$ cat src/rtl/core/sscs_pkg.sv
// shared types and constants of the stick calibration sequencer
`default_nettype none

package sscs_pkg;

   // fixed field widths
   localparam int SAMPLE_W     = 12;
   localparam int RANGE_W      = 16;
   localparam int TIMEOUT_W    = 16;
   localparam int CHANNELS_MAX = 4;

   // parameter defaults
   localparam int DEF_CHANNELS    = 4;
   localparam int DEF_SAMPLE_BITS = 12;

   // reset values
   localparam logic [TIMEOUT_W-1:0] TIMEOUT_RESET   = 16'd15000;
   localparam logic [RANGE_W-1:0]   RANGE_MIN_RESET = 16'hFFFF;
   localparam logic [RANGE_W-1:0]   RANGE_MAX_RESET = 16'h0000;
   localparam logic [RANGE_W-1:0]   ELAPSED_MAX     = 16'hFFFF;

   // command codes
   localparam logic [1:0] CMD_TICK  = 2'd0;
   localparam logic [1:0] CMD_ENTER = 2'd1;
   localparam logic [1:0] CMD_EXIT  = 2'd2;

   // register indexes
   localparam logic REG_TIMEOUT = 1'b0;

   // calibration phases
   typedef enum logic [2:0] {
      PH_IDLE    = 3'd0,
      PH_CENTER  = 3'd1,
      PH_SWEEP   = 3'd2,
      PH_SUCCESS = 3'd3,
      PH_TIMEOUT = 3'd4
   } phase_type;

   // one accepted request transaction
   typedef struct packed {
      logic [1:0]                                cmd;
      logic [CHANNELS_MAX-1:0][SAMPLE_W-1:0]     samples;
      logic [1:0]                                read_channel;
   } item_type;

   // one response transaction
   typedef struct packed {
      phase_type             phase;
      logic                  link_enabled;
      logic                  leave_request;
      logic [SAMPLE_W-1:0]   zero_value;
      logic [RANGE_W-1:0]    min_value;
      logic [RANGE_W-1:0]    max_value;
   } result_type;

endpackage

`default_nettype wire

$ cat src/rtl/core/sscs_csr.sv
// configuration register file with apb-style access
`default_nettype none

module sscs_csr (
   input  wire logic                              clock,
   input  wire logic                              reset,
   input  wire logic                              csr_psel,
   input  wire logic                              csr_penable,
   input  wire logic                              csr_pwrite,
   input  wire logic [2:0]                        csr_paddr,
   input  wire logic [31:0]                       csr_pwdata,
   output logic      [31:0]                       csr_prdata,
   output logic                                   csr_pready,
   output logic      [sscs_pkg::TIMEOUT_W-1:0]    timeout_ticks
);

   logic [sscs_pkg::TIMEOUT_W-1:0] timeout_ff;
   logic [sscs_pkg::TIMEOUT_W-1:0] timeout_in;
   logic                           wr_en;

   assign csr_pready = 1'b1;
   assign wr_en = csr_psel && csr_penable && csr_pwrite && csr_pready;

   // register write decode
   always_comb begin
      timeout_in = timeout_ff;
      if (wr_en && (csr_paddr[2] == sscs_pkg::REG_TIMEOUT)) begin
         timeout_in = csr_pwdata[sscs_pkg::TIMEOUT_W-1:0];
      end
   end

   always_ff @(posedge clock) begin
      if (reset) begin
         timeout_ff <= sscs_pkg::TIMEOUT_RESET;
      end else begin
         timeout_ff <= timeout_in;
      end
   end

   // read back
   always_comb begin
      csr_prdata = 32'd0;
      if (csr_paddr[2] == sscs_pkg::REG_TIMEOUT) begin
         csr_prdata = {{(32-sscs_pkg::TIMEOUT_W){1'b0}}, timeout_ff};
      end
   end

   assign timeout_ticks = timeout_ff;

endmodule

`default_nettype wire

$ cat src/rtl/core/sscs_core.sv
// calibration state registers and their single-pass update
`default_nettype none

module sscs_core #(
   parameter int CHANNELS    = sscs_pkg::DEF_CHANNELS,
   parameter int SAMPLE_BITS = sscs_pkg::DEF_SAMPLE_BITS
) (
   input  wire logic                            clock,
   input  wire logic                            reset,
   input  wire logic                            step_en,
   input  wire sscs_pkg::item_type              item,
   input  wire logic [sscs_pkg::TIMEOUT_W-1:0]  timeout_ticks,
   output sscs_pkg::result_type                 result
);

   localparam int KEEP_BITS = (SAMPLE_BITS < sscs_pkg::SAMPLE_W) ? SAMPLE_BITS
                                                                 : sscs_pkg::SAMPLE_W;
   localparam logic [sscs_pkg::SAMPLE_W-1:0] SAMPLE_MASK =
      sscs_pkg::SAMPLE_W'((32'd1 << KEEP_BITS) - 32'd1);

   sscs_pkg::phase_type             phase_ff, phase_in;
   logic                            link_ff, link_in;
   logic [sscs_pkg::RANGE_W-1:0]    elapsed_ff, elapsed_in;
   logic [sscs_pkg::RANGE_W-1:0]    elapsed_inc;
   logic                            tick_sweep;
   logic                            timed_out;
   logic [sscs_pkg::SAMPLE_W-1:0]   zero_ff [CHANNELS];
   logic [sscs_pkg::SAMPLE_W-1:0]   zero_in [CHANNELS];
   logic [sscs_pkg::RANGE_W-1:0]    min_ff  [CHANNELS];
   logic [sscs_pkg::RANGE_W-1:0]    min_in  [CHANNELS];
   logic [sscs_pkg::RANGE_W-1:0]    max_ff  [CHANNELS];
   logic [sscs_pkg::RANGE_W-1:0]    max_in  [CHANNELS];
   logic [sscs_pkg::RANGE_W-1:0]    sample  [CHANNELS];

   // masked samples, widened to range width
   always_comb begin
      for (int i = 0; i < CHANNELS; i++) begin
         sample[i] = {{(sscs_pkg::RANGE_W-sscs_pkg::SAMPLE_W){1'b0}},
                      item.samples[i] & SAMPLE_MASK};
      end
   end

   // saturating sweep counter and timeout check
   assign elapsed_inc = (elapsed_ff < sscs_pkg::ELAPSED_MAX) ? (elapsed_ff + 16'd1)
                                                              : elapsed_ff;
   assign tick_sweep  = (item.cmd == sscs_pkg::CMD_TICK) && (phase_ff == sscs_pkg::PH_SWEEP);
   assign timed_out   = tick_sweep && (elapsed_inc > timeout_ticks);

   // next phase
   always_comb begin
      phase_in = phase_ff;
      case (item.cmd)
         sscs_pkg::CMD_TICK: begin
            if (timed_out) begin
               phase_in = sscs_pkg::PH_TIMEOUT;
            end
         end
         sscs_pkg::CMD_ENTER: begin
            case (phase_ff)
               sscs_pkg::PH_CENTER:  phase_in = sscs_pkg::PH_SWEEP;
               sscs_pkg::PH_SWEEP:   phase_in = sscs_pkg::PH_SUCCESS;
               sscs_pkg::PH_SUCCESS: phase_in = sscs_pkg::PH_IDLE;
               sscs_pkg::PH_TIMEOUT: phase_in = sscs_pkg::PH_IDLE;
               default:              phase_in = sscs_pkg::PH_CENTER;
            endcase
         end
         sscs_pkg::CMD_EXIT: begin
            phase_in = sscs_pkg::PH_IDLE;
         end
         default: begin
            phase_in = phase_ff;
         end
      endcase
   end

   // link flag, counter and per-channel calibration data
   always_comb begin
      link_in    = link_ff;
      elapsed_in = elapsed_ff;
      for (int i = 0; i < CHANNELS; i++) begin
         zero_in[i] = zero_ff[i];
         min_in[i]  = min_ff[i];
         max_in[i]  = max_ff[i];
      end
      case (item.cmd)
         sscs_pkg::CMD_TICK: begin
            if (tick_sweep) begin
               elapsed_in = elapsed_inc;
               if (timed_out) begin
                  link_in = 1'b1;
               end else begin
                  for (int i = 0; i < CHANNELS; i++) begin
                     if (sample[i] > max_ff[i]) begin
                        max_in[i] = sample[i];
                     end else if (sample[i] < min_ff[i]) begin
                        min_in[i] = sample[i];
                     end
                  end
               end
            end
         end
         sscs_pkg::CMD_ENTER: begin
            case (phase_ff)
               sscs_pkg::PH_CENTER: begin
                  for (int i = 0; i < CHANNELS; i++) begin
                     zero_in[i] = sample[i][sscs_pkg::SAMPLE_W-1:0];
                  end
                  elapsed_in = '0;
               end
               sscs_pkg::PH_SWEEP: begin
                  link_in = 1'b1;
               end
               sscs_pkg::PH_SUCCESS: begin
                  link_in = link_ff;
               end
               sscs_pkg::PH_TIMEOUT: begin
                  link_in = link_ff;
               end
               default: begin
                  link_in = 1'b0;
               end
            endcase
         end
         sscs_pkg::CMD_EXIT: begin
            if ((phase_ff == sscs_pkg::PH_CENTER) || (phase_ff == sscs_pkg::PH_SWEEP)) begin
               link_in = 1'b1;
            end
            for (int i = 0; i < CHANNELS; i++) begin
               min_in[i] = sscs_pkg::RANGE_MIN_RESET;
               max_in[i] = sscs_pkg::RANGE_MAX_RESET;
            end
         end
         default: begin
            link_in = link_ff;
         end
      endcase
   end

   // state registers
   always_ff @(posedge clock) begin
      if (reset) begin
         phase_ff   <= sscs_pkg::PH_IDLE;
         link_ff    <= 1'b1;
         elapsed_ff <= '0;
         for (int i = 0; i < CHANNELS; i++) begin
            zero_ff[i] <= '0;
            min_ff[i]  <= sscs_pkg::RANGE_MIN_RESET;
            max_ff[i]  <= sscs_pkg::RANGE_MAX_RESET;
         end
      end else if (step_en) begin
         phase_ff   <= phase_in;
         link_ff    <= link_in;
         elapsed_ff <= elapsed_in;
         for (int i = 0; i < CHANNELS; i++) begin
            zero_ff[i] <= zero_in[i];
            min_ff[i]  <= min_in[i];
            max_ff[i]  <= max_in[i];
         end
      end
   end

   // result from the updated state, channel picked by read_channel
   always_comb begin
      result.phase         = phase_in;
      result.link_enabled  = link_in;
      result.leave_request = (item.cmd == sscs_pkg::CMD_EXIT);
      result.zero_value    = '0;
      result.min_value     = sscs_pkg::RANGE_MIN_RESET;
      result.max_value     = sscs_pkg::RANGE_MAX_RESET;
      for (int i = 0; i < CHANNELS; i++) begin
         if (item.read_channel == 2'(i)) begin
            result.zero_value = zero_in[i];
            result.min_value  = min_in[i];
            result.max_value  = max_in[i];
         end
      end
   end

endmodule

`default_nettype wire

$ cat src/rtl/core/stick_calibration_sequencer_unit.sv
// top level of the stick calibration sequencer
//
//   channel | ports  | handshake         | payload
//   --------+--------+-------------------+------------------------------------------
//   request | req_*  | valid / ready     | cmd, sample_a..d, read_channel
//   response| rsp_*  | valid / ready     | phase, link_enabled, leave_request, values
//   config  | csr_*  | apb, pready high  | timeout_ticks at byte address 0
//
// one transaction per cycle sustained while rsp_ready stays high; a taken request is
// captured in the input register, and its response is valid once it is in the response
// register: the update runs between the input register and the response register
// reset is synchronous: phase to not started, link flag set, counter and data to
// their reset values
// a stalled response holds; the input register still takes one request meanwhile
`default_nettype none

module stick_calibration_sequencer_unit #(
   parameter int CHANNELS    = sscs_pkg::DEF_CHANNELS,
   parameter int SAMPLE_BITS = sscs_pkg::DEF_SAMPLE_BITS
) (
   input  wire logic         clock,
   input  wire logic         reset,
   input  wire logic         req_valid,
   output logic              req_ready,
   input  wire logic [1:0]   req_cmd,
   input  wire logic [11:0]  req_sample_a,
   input  wire logic [11:0]  req_sample_b,
   input  wire logic [11:0]  req_sample_c,
   input  wire logic [11:0]  req_sample_d,
   input  wire logic [1:0]   req_read_channel,
   output logic              rsp_valid,
   input  wire logic         rsp_ready,
   output logic [2:0]        rsp_phase,
   output logic              rsp_link_enabled,
   output logic              rsp_leave_request,
   output logic [11:0]       rsp_zero_value,
   output logic [15:0]       rsp_min_value,
   output logic [15:0]       rsp_max_value,
   input  wire logic         csr_psel,
   input  wire logic         csr_penable,
   input  wire logic         csr_pwrite,
   input  wire logic [2:0]   csr_paddr,
   input  wire logic [31:0]  csr_pwdata,
   output logic [31:0]       csr_prdata,
   output logic              csr_pready
);

   logic                              in_valid_ff, in_valid_in;
   sscs_pkg::item_type                in_item_ff;
   logic                              out_valid_ff, out_valid_in;
   sscs_pkg::result_type              out_result_ff;
   sscs_pkg::result_type              core_result;
   logic [sscs_pkg::TIMEOUT_W-1:0]    timeout_ticks;
   logic                              req_fire;
   logic                              advance;

   // configuration registers
   sscs_csr u_csr (
      .clock         (clock),
      .reset         (reset),
      .csr_psel      (csr_psel),
      .csr_penable   (csr_penable),
      .csr_pwrite    (csr_pwrite),
      .csr_paddr     (csr_paddr),
      .csr_pwdata    (csr_pwdata),
      .csr_prdata    (csr_prdata),
      .csr_pready    (csr_pready),
      .timeout_ticks (timeout_ticks)
   );

   // handshake control
   assign advance   = in_valid_ff && (!out_valid_ff || rsp_ready);
   assign req_ready = !in_valid_ff || advance;
   assign req_fire  = req_valid && req_ready;

   always_comb begin
      in_valid_in = in_valid_ff;
      if (req_fire) begin
         in_valid_in = 1'b1;
      end else if (advance) begin
         in_valid_in = 1'b0;
      end
      out_valid_in = out_valid_ff;
      if (advance) begin
         out_valid_in = 1'b1;
      end else if (rsp_ready) begin
         out_valid_in = 1'b0;
      end
   end

   always_ff @(posedge clock) begin
      if (reset) begin
         in_valid_ff  <= 1'b0;
         out_valid_ff <= 1'b0;
      end else begin
         in_valid_ff  <= in_valid_in;
         out_valid_ff <= out_valid_in;
      end
   end

   // input register
   always_ff @(posedge clock) begin
      if (req_fire) begin
         in_item_ff.cmd          <= req_cmd;
         in_item_ff.samples      <= {req_sample_d, req_sample_c, req_sample_b, req_sample_a};
         in_item_ff.read_channel <= req_read_channel;
      end
   end

   // state update
   sscs_core #(
      .CHANNELS    (CHANNELS),
      .SAMPLE_BITS (SAMPLE_BITS)
   ) u_core (
      .clock         (clock),
      .reset         (reset),
      .step_en       (advance),
      .item          (in_item_ff),
      .timeout_ticks (timeout_ticks),
      .result        (core_result)
   );

   // response register
   always_ff @(posedge clock) begin
      if (advance) begin
         out_result_ff <= core_result;
      end
   end

   assign rsp_valid         = out_valid_ff;
   assign rsp_phase         = 3'(out_result_ff.phase);
   assign rsp_link_enabled  = out_result_ff.link_enabled;
   assign rsp_leave_request = out_result_ff.leave_request;
   assign rsp_zero_value    = out_result_ff.zero_value;
   assign rsp_min_value     = out_result_ff.min_value;
   assign rsp_max_value     = out_result_ff.max_value;

endmodule

`default_nettype wire

$ cat config.mk
export PLATFORM = sky130hd
export DESIGN_NAME = stick_calibration_sequencer_unit
export DESIGN_NICKNAME = d
export VERILOG_FILES = /design/src/rtl/core/sscs_pkg.sv /design/src/rtl/core/sscs_csr.sv /design/src/rtl/core/sscs_core.sv /design/src/rtl/core/stick_calibration_sequencer_unit.sv
export SDC_FILE = /design/constraint.sdc
export NUM_CORES = 1
export LEC_CHECK = 0
export ABC_CLOCK_PERIOD_IN_PS = 7000
export BUFFER_PORTS_ARGS = -buffer_cell sky130_fd_sc_hd__buf_4
export CAP_MARGIN = 10
export CORE_UTILIZATION = 60
export DETAILED_ROUTE_END_ITERATION = 8
export PLACE_DENSITY_LB_ADDON = 0.1
export SYNTH_ARGS = -nofsm -noshare
export SYNTH_HDL_FRONTEND = slang
export SYNTH_SLANG_ARGS = --single-unit
$ cat constraint.sdc
create_clock -name clock -period 7 [get_ports clock]
set_input_delay 0.35 -clock clock [delete_from_list [all_inputs] [get_ports clock]]
set_output_delay 0.35 -clock clock [all_outputs]
set_load 0.02 [all_outputs]
==> run metrics, run 1 <==
n_diodes 0; Starting Density around three fifths; Num CTS Buffers 37; Clock Sinks around 320; Area growth syn-to-layout 17.13%; Post-Layout Cell Count 2231; first-pass GRT wire length 77.59 mm; final hold viol count 0; Final Wtd Congestion 0.9408; final worst-path cycle share around four fifths; Mapped Area between 15000 and 20000 um^2; commonest non-fill, non-tap cell in the layout edfxtp_1; outcome complete, no violations; Cells after Synth 1649; minimum clock period 5.738 ns; GR Overflow Total 0; required time worst endpoint 7.26 ns; register area share after synthesis about half; core area ~29000 um^2; Port Buffers approximately 140; via-per-instance ratio roughly 6.3; Cell variety after synth 88; number of global-route vias before repair 13268; CP Max Fanout 19; yosys warns 0; unrepaired setup endpoints after global routing false; pins over their slew limit 0; H-Tree Depth 2; 1st-iter DRT viols between 1500 and 2000; Die H 173.8 um; f_max approximately 170 MHz; num ports ~180; via count between 10000 and 15000; Peak VDD IR approximately 0.31 mV; maxcap violations 0; clk_skew about 0.022 ns; Skew-Pair Late Insertion Delay between 0.5 and 0.6 ns; DR pass1 iterations 6; number of synthesized register bits 315; EDFF count, synth between 200 and 300; Slew @ Worst Pin 1.076 ns; Avg WL per Cell around 23 um; CTS tree yes; Setup Buffers After CTS 0; dpl ws approximately 1.3 ns; max_slew headroom roughly 28%; CTS root buf clkbuf_16; final net count between 2000 and 2500; die width approximately 170 um; Cell Rows 62; Post-synth top flop edfxtp_1; Worst setup EP type flip-flop; Setup WS post-layout approximately 1.3 ns; most frequent cells in the layout edfxtp_1, nand2_1, buf_4; GRT Overall Usage between 30% and 40%; Final setup viols 0; Routed WL around 51 mm; Final Core Density a little over 70%; pin count of the biggest net entering global routing between 100 and 150; initial antenna violation count 0; TNS Setup 0 ns; Post-synth ARST share 0%; DP HPWL between 30 and 40 mm; Min-Delay Path Class input port to flip-flop; Pwr Total 4.561 mW; DP Cell Count between 2000 and 2500; CTS Buffer Depth 3; ANT nets after route 0; fraction of layout instances using a drive strength above 1 15.11%; Syn Area/Cell 10.73 um^2; Worst Path Class, Setup flip-flop to flip-flop; register clock-pin slew on the reported worst setup and hold paths about 0.060 ns; Worst EP arrival about 6 ns; die area 30190 um^2; Leak between 8 and 9 nW; post-route DRC violation count 0; pwr/cell area between 200 and 250 nW/um^2; Startpoint Class flip-flop
[worst max-delay path, cell delays in order, from the launching register on]
cell     delay, ns
dfxtp_1       0.40
ha_1          0.20
and3_1        0.20
nand3_1       0.15
or4_1         0.74
nor2b_1       0.26
nand2_1       0.11
xnor2_1       0.14
ha_1          0.28
a41o_1        0.24
a21oi_1       0.17
nor4_2        0.10
o31ai_1       0.72
and3_1        0.57
o21ai_2       0.34
a22o_1        0.38
mux4_2        0.48
[timing repair]
item | CTS | global route
resized for setup | 0 | 0
hold buffers | 47 | 1
hold endpoints to repair | 47 | 1
[per-stage QoR]
step,hold slack [ns],area (um^2)
detailed placement,0.4463,19070
global route,0.004280,20730
global placement,0.4414,19070
floorplan,0.4363,17760
CTS,0.001213,20710
finish,0.01051,20730
[cells in the mapped netlist (17+ instances only)]
library cell	number	area, um^2
edfxtp_1	277	8318
nand2_1	198	743.2
nor2_1	144	540.5
inv_1	114	427.9
ha_1	109	1364
a21oi_1	78	390.4
mux2i_1	59	590.6
clkbuf_1	58	217.7
and2_1	51	319.1
o21ai_0	47	235.2
a22o_1	41	359.1
dfxtp_1	38	760.7
and3_1	28	175.2
nand3_1	24	120.1
nor3_1	24	120.1
buf_4	17	127.6
nand2b_1	17	106.4
o22ai_1	17	106.4
or3_1	17	106.4
[final timing paths]
kind                     startpoint                endpoint  slack, ns  cells past startpoint
min reg2reg  u_csr.timeout_ticks[8]  u_csr.timeout_ticks[8]       0.45                      2
max            u_core.elapsed_ff[0]        rsp_max_value[8]       1.26                     16
min                 req_sample_a[2]           in_item_ff[4]       0.01                      1
max reg2reg    u_core.elapsed_ff[0]        rsp_max_value[8]       1.26                     16
[area by class of cell]
class	instances	area [um^2]
clock buffers	50	1027
clock inverters	17	147.6
fillers	2146	8127
inverters	116	435.4
multi-input cells	1133	7807
flip-flops and latches	315	9079
well taps	384	480.5
repair buffers	216	1754
[cells by family (layout without fill, tap and decap cells)]
family	Yosys count	in the layout	share of synthesized area, %
AO/OA/AOI/OAI	348	348	14.27
XOR/XNOR	13	13	0.6433
adder cells (fa/ha/maj)	109	109	7.705
buffers and inverters	216	399	5.076
flip-flops	315	315	51.29
multiplexers	78	78	5.563
other	2	17	0.04243
AND/OR/NAND/NOR	568	568	15.40
[power by group]
group	leakage, nW	total, mW	switching (mW)	internal [mW]
clock network	0.563	1.88	0.769	1.11
registers	2.90	2.21	0.0729	2.13
logic	4.82	0.479	0.293	0.186
total	8.28	4.56	1.13	3.43
[layer usage]
layer | up-vias | routed length (um) | global-route usage, %
li1 | 6411 | - | -
met5 | - | 0 | 0
met2 | 820 | 22480 | 50.93
met1 | 6645 | 20540 | 47.46
met3 | 129 | 5483 | 6.447
met4 | 0 | 2510 | 16.19
[registers in the layout, indices dropped and copies added, names as in the netlist]
name,cells
u_core.max_ff,64
u_core.min_ff,64
in_item_ff,52
u_core.zero_ff,48
rsp_max_value,16
rsp_min_value,16
u_core.elapsed_ff,16
u_csr.timeout_ticks,16
rsp_zero_value,12
rsp_phase,3
u_core.phase_ff,3
in_valid_ff,1
rsp_leave_request,1
rsp_link_enabled,1
rsp_valid,1
u_core.link_ff,1
Power figures use the tool's default switching activity.
==> run 2, diff against run 1 <==
--- a/config.mk
+++ b/config.mk
@@ -5,7 +5,7 @@
 export SDC_FILE = /design/constraint.sdc
 export NUM_CORES = 1
 export LEC_CHECK = 0
-export ABC_CLOCK_PERIOD_IN_PS = 7000
+export ABC_CLOCK_PERIOD_IN_PS = 5700
 export BUFFER_PORTS_ARGS = -buffer_cell sky130_fd_sc_hd__buf_4
 export CAP_MARGIN = 10
 export CORE_UTILIZATION = 60
==> constraint.sdc (replaced) <==
create_clock -name clock -period 5.7 [get_ports clock]
set_input_delay 0.285 -clock clock [delete_from_list [all_inputs] [get_ports clock]]
set_output_delay 0.285 -clock clock [all_outputs]
set_load 0.02 [all_outputs]
==> run metrics, run 2 (synthesized netlist as in run 1, its figures left out) <==
outcome complete, no violations; via count 14417 (+2.9%); unrepaired setup endpoints after global routing false; Final Core Density 72.64% (+0.80 points); core area 28860 um^2 (unchanged); Worst R2R Start u_core.elapsed_ff[0]; Pwr Total 5.570 mW (+22%); die width 173.8 um (unchanged); 1st-iter DRT viols 1836 (+3.3%); CTS tree yes; pins over their slew limit 0 (unchanged); Num CTS Buffers 37 (unchanged); ANT nets after route 0 (unchanged); Worst Path Class, Setup flip-flop to flip-flop; Starting Density 61.33% (unchanged); via-per-instance ratio 6.379 (+1.6%); CTS root buf clkbuf_16; WP buf/inv 2 (+2); Skew-Pair Late Insertion Delay 0.53 ns (about the same); most used cell along the critical path nand3_1; num ports 178 (unchanged); worst hold path stage count 3 (+2); Area growth syn-to-layout 18.43%; Reg-to-Reg End rsp_min_value[1]; pin count of the biggest net entering global routing 106 (-27%); Clock Sinks 315 (unchanged); CP Max Fanout 12 (-7); Setup Buffers After CTS 0 (unchanged); Routed WL 52.46 mm (+2.8%); delay-heaviest family, CP compound AO/OA/AOI/OAI gates; number of global-route vias before repair 13603 (+2.5%); final net count 2051 (+1.4%); Min-Delay Path Class input port to flip-flop; fraction of layout instances using a drive strength above 1 15.04% (-0.066 points); DR pass1 iterations 6 (unchanged); minimum clock period 5.486 ns (-0.2525 ns); final hold viol count 0 (unchanged); register clock-pin slew on the reported worst setup and hold paths 0.06 ns (about the same); Final setup viols 0 (unchanged); DP Cell Count 2125 (+0.47%); most frequent cells in the layout edfxtp_1, nand2_1, buf_4; pwr/cell area 265.7 nW/um^2 (+21%); first-pass GRT wire length 80.27 mm (+3.5%); required time worst endpoint 6.09 ns (-1.17 ns); Avg WL per Cell 23.21 um (+1.5%); crit path cell chain ha_1 > and3_1 > nand3_1 > or4_1 > nor2b_1 > nand3_1 > xnor2_1 > ha_1 > a21oi_1 > o21ba_2 > nand3_1 > o31ai_1 > buf_4 > o211ai_2 > or2_1 > a2111oi_0 > buf_4 > o311a_1; CP max stage cell a2111oi_0; Worst EP arrival 5.88 ns (-0.12 ns); maxcap violations 0 (unchanged); gr busiest metal met2; GRT Overall Usage 34.98% (+1.1 points); initial antenna violation count 3 (+3); Largest regs u_core.max_ff x64, u_core.min_ff x64, in_item_ff x52; H-Tree Depth 2 (unchanged); dpl ws 0.2231 ns (-1.097 ns); met3 Use GR 6.447% (unchanged); final worst-path cycle share 96.24% (+14 points); Post-Layout Cell Count 2260 (+1.3%); Port Buffers 142 (unchanged); max_slew headroom 24.29% (-3.8 points); commonest non-fill, non-tap cell in the layout edfxtp_1; Startpoint Class flip-flop; Leak 8.394 nW (+1.4%); met1 Track Usage GR 49.32% (+1.9 points); Worst R2R Path Depth 18 (+2); Setup WS post-layout 0.2140 ns (-1.048 ns); Worst setup EP type flip-flop; die area 30190 um^2 (unchanged); Die H 173.8 um (unchanged); WHS Endpoint u_csr.timeout_ticks[15]; Cell Rows 62 (unchanged); clk_skew 0.02111 ns (-0.001381 ns); worst setup path start u_core.elapsed_ff[0]; post-route DRC violation count 0 (unchanged); Peak VDD IR 0.2250 mV (-26%); Critical Path Max Stage Delay 0.99 ns (+0.25 ns); CTS Buffer Depth 3 (unchanged); Final Wtd Congestion 0.9748 (+3.6%); DP HPWL 35.74 mm (+1.9%); Hold Startpoint csr_pwdata[15]; R2R setup slack 0.21 ns (-1.05 ns); grt met2 use 53.75% (+2.8 points); f_max 182.3 MHz (+4.6%); Slew @ Worst Pin 1.118 ns (+0.04157 ns); TNS Setup 0 ns (unchanged); GR Overflow Total 0 (unchanged)
-- run 2: cell count changes in the layout (fill, tap and decap cells not counted) --
cell / before / now
buf_4: 167 / 176
bufinv_16: 2 / 1
clkbuf_1: 10 / 14
clkinv_1: 6 / 7
clkinv_2: 5 / 4
clkinvlp_4: 4 / 0
diode_2: 0 / 1
dlygate4sd3_1: 48 / 68
nor3_2: 2 / 1
nor3_4: 1 / 2
-- run 2: per-stage QoR --
| stage | hold slack, ns | instance area [um^2] |
|---|---|---|
| after CTS | 0.0009457 | 20950 |
| final | 0.005987 | 20960 |
| after detailed placement | 0.4482 | 19140 |
| after global routing | 0.01553 | 20960 |
| after floorplan | 0.3839 | 17760 |
| after global placement | 0.4440 | 19140 |
-- run 2: repair_timing --
action	CTS	global route
setup endpoints to repair	0	9
hold buffers	68	0
resized for setup	0	1
hold endpoints to repair	68	0
-- run 2: cell type report --
type                            instances  area [um^2]
Clock inverter                         12        86.33
Sequential cell                       315         9079
Clock buffer                           54         1042
Antenna cell                            1        2.502
Multi-Input combinational cell       1133         7814
Fill cell                            2095         7896
Inverter                              116        435.4
Timing Repair Buffer                  245         2022
Tap cell                              384        480.5
-- run 2: where the power goes --
part	internal, mW	leakage [nW]	switching [mW]
combinational	0.239	4.95	0.364
clock	1.31	0.551	0.943
sequential	2.62	2.90	0.0918
-- run 2: worst max path at each step --
stage / end / slack [ns] / cells after the start
floorplan: u_core.max_ff[0][0] / 0.67 / 4
global placement: rsp_max_value[11] / 0.28 / 15
detailed placement: rsp_max_value[11] / 0.22 / 15
CTS: rsp_max_value[11] / 0.20 / 15
global route: rsp_min_value[2] / 0.01 / 18
finish: rsp_min_value[1] / 0.21 / 18
-- run 2: metal layers --
metal	wire [um]	share of wire [%]
met1	21000	40
met2	23360	45
met3	5987	11
met4	2109	4.0
met5	0	0
-- run 2: worst reg2reg max path: stages, from the launching register on --
cell and delay, ns:
dfxtp_1 0.42, ha_1 0.20, and3_1 0.19, nand3_1 0.15, or4_1 0.56, nor2b_1 0.20
nand3_1 0.11, xnor2_1 0.15, ha_1 0.30, a21oi_1 0.16, o21ba_2 0.16, nand3_1 0.13
o31ai_1 0.26, buf_4 0.20, o211ai_2 0.24, or2_1 0.50, a2111oi_0 0.99, buf_4 0.26
o311a_1 0.18
==> run 3, diff against run 2 <==
--- a/config.mk
+++ b/config.mk
@@ -6,10 +6,10 @@
 export NUM_CORES = 1
 export LEC_CHECK = 0
 export ABC_CLOCK_PERIOD_IN_PS = 5700
-export BUFFER_PORTS_ARGS = -buffer_cell sky130_fd_sc_hd__buf_4
 export CAP_MARGIN = 10
-export CORE_UTILIZATION = 60
+export CORE_UTILIZATION = 65
 export DETAILED_ROUTE_END_ITERATION = 8
+export DONT_BUFFER_PORTS = 1
 export PLACE_DENSITY_LB_ADDON = 0.1
 export SYNTH_ARGS = -nofsm -noshare
 export SYNTH_HDL_FRONTEND = slang
==> run metrics, run 3 (synthesized netlist as in run 1, its figures left out) <==
1st-iter DRT viols 1746 (-4.9%); final hold viol count 0 (unchanged); Skew-Pair Late Insertion Delay 0.51 ns (-0.02 ns); R2R setup slack 0.34 ns (+0.13 ns); num ports 178 (unchanged); Port Buffers 0 (-100%); Clock Sinks 315 (unchanged); die area 27890 um^2 (-7.6%); Peak VDD IR 0.3340 mV (+48%); post-route DRC violation count 0 (unchanged); Hold Startpoint reset; outcome complete, no violations; via-per-instance ratio 6.674 (+4.6%); Reg-to-Reg End rsp_max_value[5]; Startpoint Class flip-flop; Worst R2R Path Depth 15 (-3); clk_skew 0.01660 ns (-0.004506 ns); core area 26800 um^2 (-7.1%); Final Core Density 74.23% (+1.6 points); Cell Rows 60 (-3.2%); Die H 167.0 um (-3.9%); most frequent cells in the layout edfxtp_1, nand2_1, nor2_1; WP buf/inv 1 (-1); DP Cell Count 1936 (-8.9%); Final setup viols 0 (unchanged); unrepaired setup endpoints after global routing false; Critical Path Max Stage Delay 0.67 ns (-0.32 ns); pin count of the biggest net entering global routing 179 (+69%); Final Wtd Congestion 0.9655 (-0.95%); Routed WL 51.26 mm (-2.3%); DP HPWL 34.37 mm (-3.8%); Avg WL per Cell 24.75 um (+6.6%); delay-heaviest family, CP simple AND/OR/NAND/NOR gates; fraction of layout instances using a drive strength above 1 8.160% (-6.9 points); maxcap violations 0 (unchanged); Worst R2R Start u_core.elapsed_ff[0]; pwr/cell area 280.2 nW/um^2 (+5.4%); minimum clock period 5.359 ns (-0.1269 ns); GRT Overall Usage 36.69% (+1.7 points); Largest regs u_core.max_ff x64, u_core.min_ff x64, in_item_ff x52; WHS Endpoint u_core.phase_ff[1]; Leak 7.721 nW (-8.0%); CTS tree yes; Num CTS Buffers 35 (-5.4%); CP Max Fanout 15 (+3); initial antenna violation count 3 (unchanged); Min-Delay Path Class input port to flip-flop; Post-Layout Cell Count 2071 (-8.4%); TNS Setup 0 ns (unchanged); CP max stage cell nor3_4; most used cell along the critical path ha_1; H-Tree Depth 2 (unchanged); worst hold path stage count 2 (-1); first-pass GRT wire length 77.00 mm (-4.1%); Slew @ Worst Pin 1.173 ns (+0.05551 ns); Starting Density 66.04% (+4.7 points); ANT nets after route 0 (unchanged); via count 13822 (-4.1%); die width 167.0 um (-3.9%); CTS root buf clkbuf_16; number of global-route vias before repair 13023 (-4.3%); placed inst area 18000 um^2 (-6.0%); DR pass1 iterations 6 (unchanged); final net count 1906 (-7.1%); Area growth syn-to-layout 12.40%; Pwr Total 5.574 mW (about the same); GR Overflow Total 0 (unchanged); pins over their slew limit 0 (unchanged); CTS Buffer Depth 3 (unchanged); commonest non-fill, non-tap cell in the layout edfxtp_1; final worst-path cycle share 94.02% (-2.2 points); max_slew headroom 21.77% (-2.5 points); Worst Path Class, Setup flip-flop to flip-flop; f_max 186.6 MHz (+2.4%); Worst EP arrival 5.61 ns (-0.27 ns); Worst setup EP type flip-flop; design area 19890 um^2 (-5.1%); register clock-pin slew on the reported worst setup and hold paths 0.06 ns (about the same); crit path cell chain ha_1 > and3_1 > nand3_1 > or4_1 > buf_4 > mux2_2 > ha_1 > nor2b_1 > o21ai_0 > a21boi_2 > o31a_1 > nor3_4 > o21ai_1 > a22o_1 > mux4_2; required time worst endpoint 5.95 ns (-0.14 ns)
[run 3: cell types whose count changed in the layout (fill, tap and decap cells not counted), moves of 3 or more]
cell / delta
bufinv_16: +4
clkinvlp_4: +3
buf_4: -145
clkbuf_1: -8
[run 3: metrics by stage]
stage / setup WS (ns) / hold slack, ns
global route: 0.1280 / 0.06600
global placement: 0.3100 / 0.3617
finish: 0.3409 / 0.06654
CTS: 0.08846 / 0.02844
detailed placement: 0.09065 / 0.3630
floorplan: 0.6713 / 0.3839
[run 3: how the worst max path moves through the flow]
stage	startpoint	to	slack [ns]	cells past startpoint
finish	u_core.elapsed_ff[0]	rsp_max_value[5]	0.34	15
global route	u_core.elapsed_ff[0]	rsp_min_value[4]	0.13	16
CTS	u_core.elapsed_ff[0]	rsp_max_value[5]	0.09	15
detailed placement	u_core.elapsed_ff[0]	rsp_max_value[4]	0.09	15
global placement	u_core.elapsed_ff[0]	rsp_max_value[5]	0.31	15
floorplan	rsp_valid	u_core.max_ff[0][0]	0.67	4
[run 3: worst reg2reg max path, cell delays in order (launching register included)]
cell	delay, ns
dfxtp_1	0.40
ha_1	0.19
and3_1	0.19
nand3_1	0.17
or4_1	0.59
buf_4	0.20
mux2_2	0.29
ha_1	0.28
nor2b_1	0.13
o21ai_0	0.20
a21boi_2	0.14
o31a_1	0.44
nor3_4	0.67
o21ai_1	0.38
a22o_1	0.35
mux4_2	0.48
[run 3: report_power, final]
group	total [mW]	switching, mW	leakage [nW]	internal, mW
combinational	0.512	0.328	4.26	0.184
sequential	2.73	0.111	2.90	2.62
clock	2.33	0.922	0.563	1.41
[run 3: cell type report]
cell class	count	area (um^2)
Clock inverter	19	220.2
Clock buffer	43	948.4
Antenna cell	2	5.005
Timing Repair Buffer	102	963.4
Tap cell	341	426.7
Inverter	116	435.4
Multi-Input combinational cell	1133	7816
Sequential cell	315	9079
Fill cell	1864	6907
[run 3: metal layers]
layer	vias to the layer above	part of all wire (%)	GRT usage [%]
met5	-	0.027	0
met4	2	4.5	15.82
met3	141	12	8.983
met2	871	45	56.21
met1	6634	39	49.90
li1	6174	-	-
[run 3: repair_timing]
action	CTS	global route
setup buffers	0	0
endpoints found under the hold margin	88	0
hold buffers	70	0
gates resized for setup	0	1
endpoints found under the setup margin	0	9
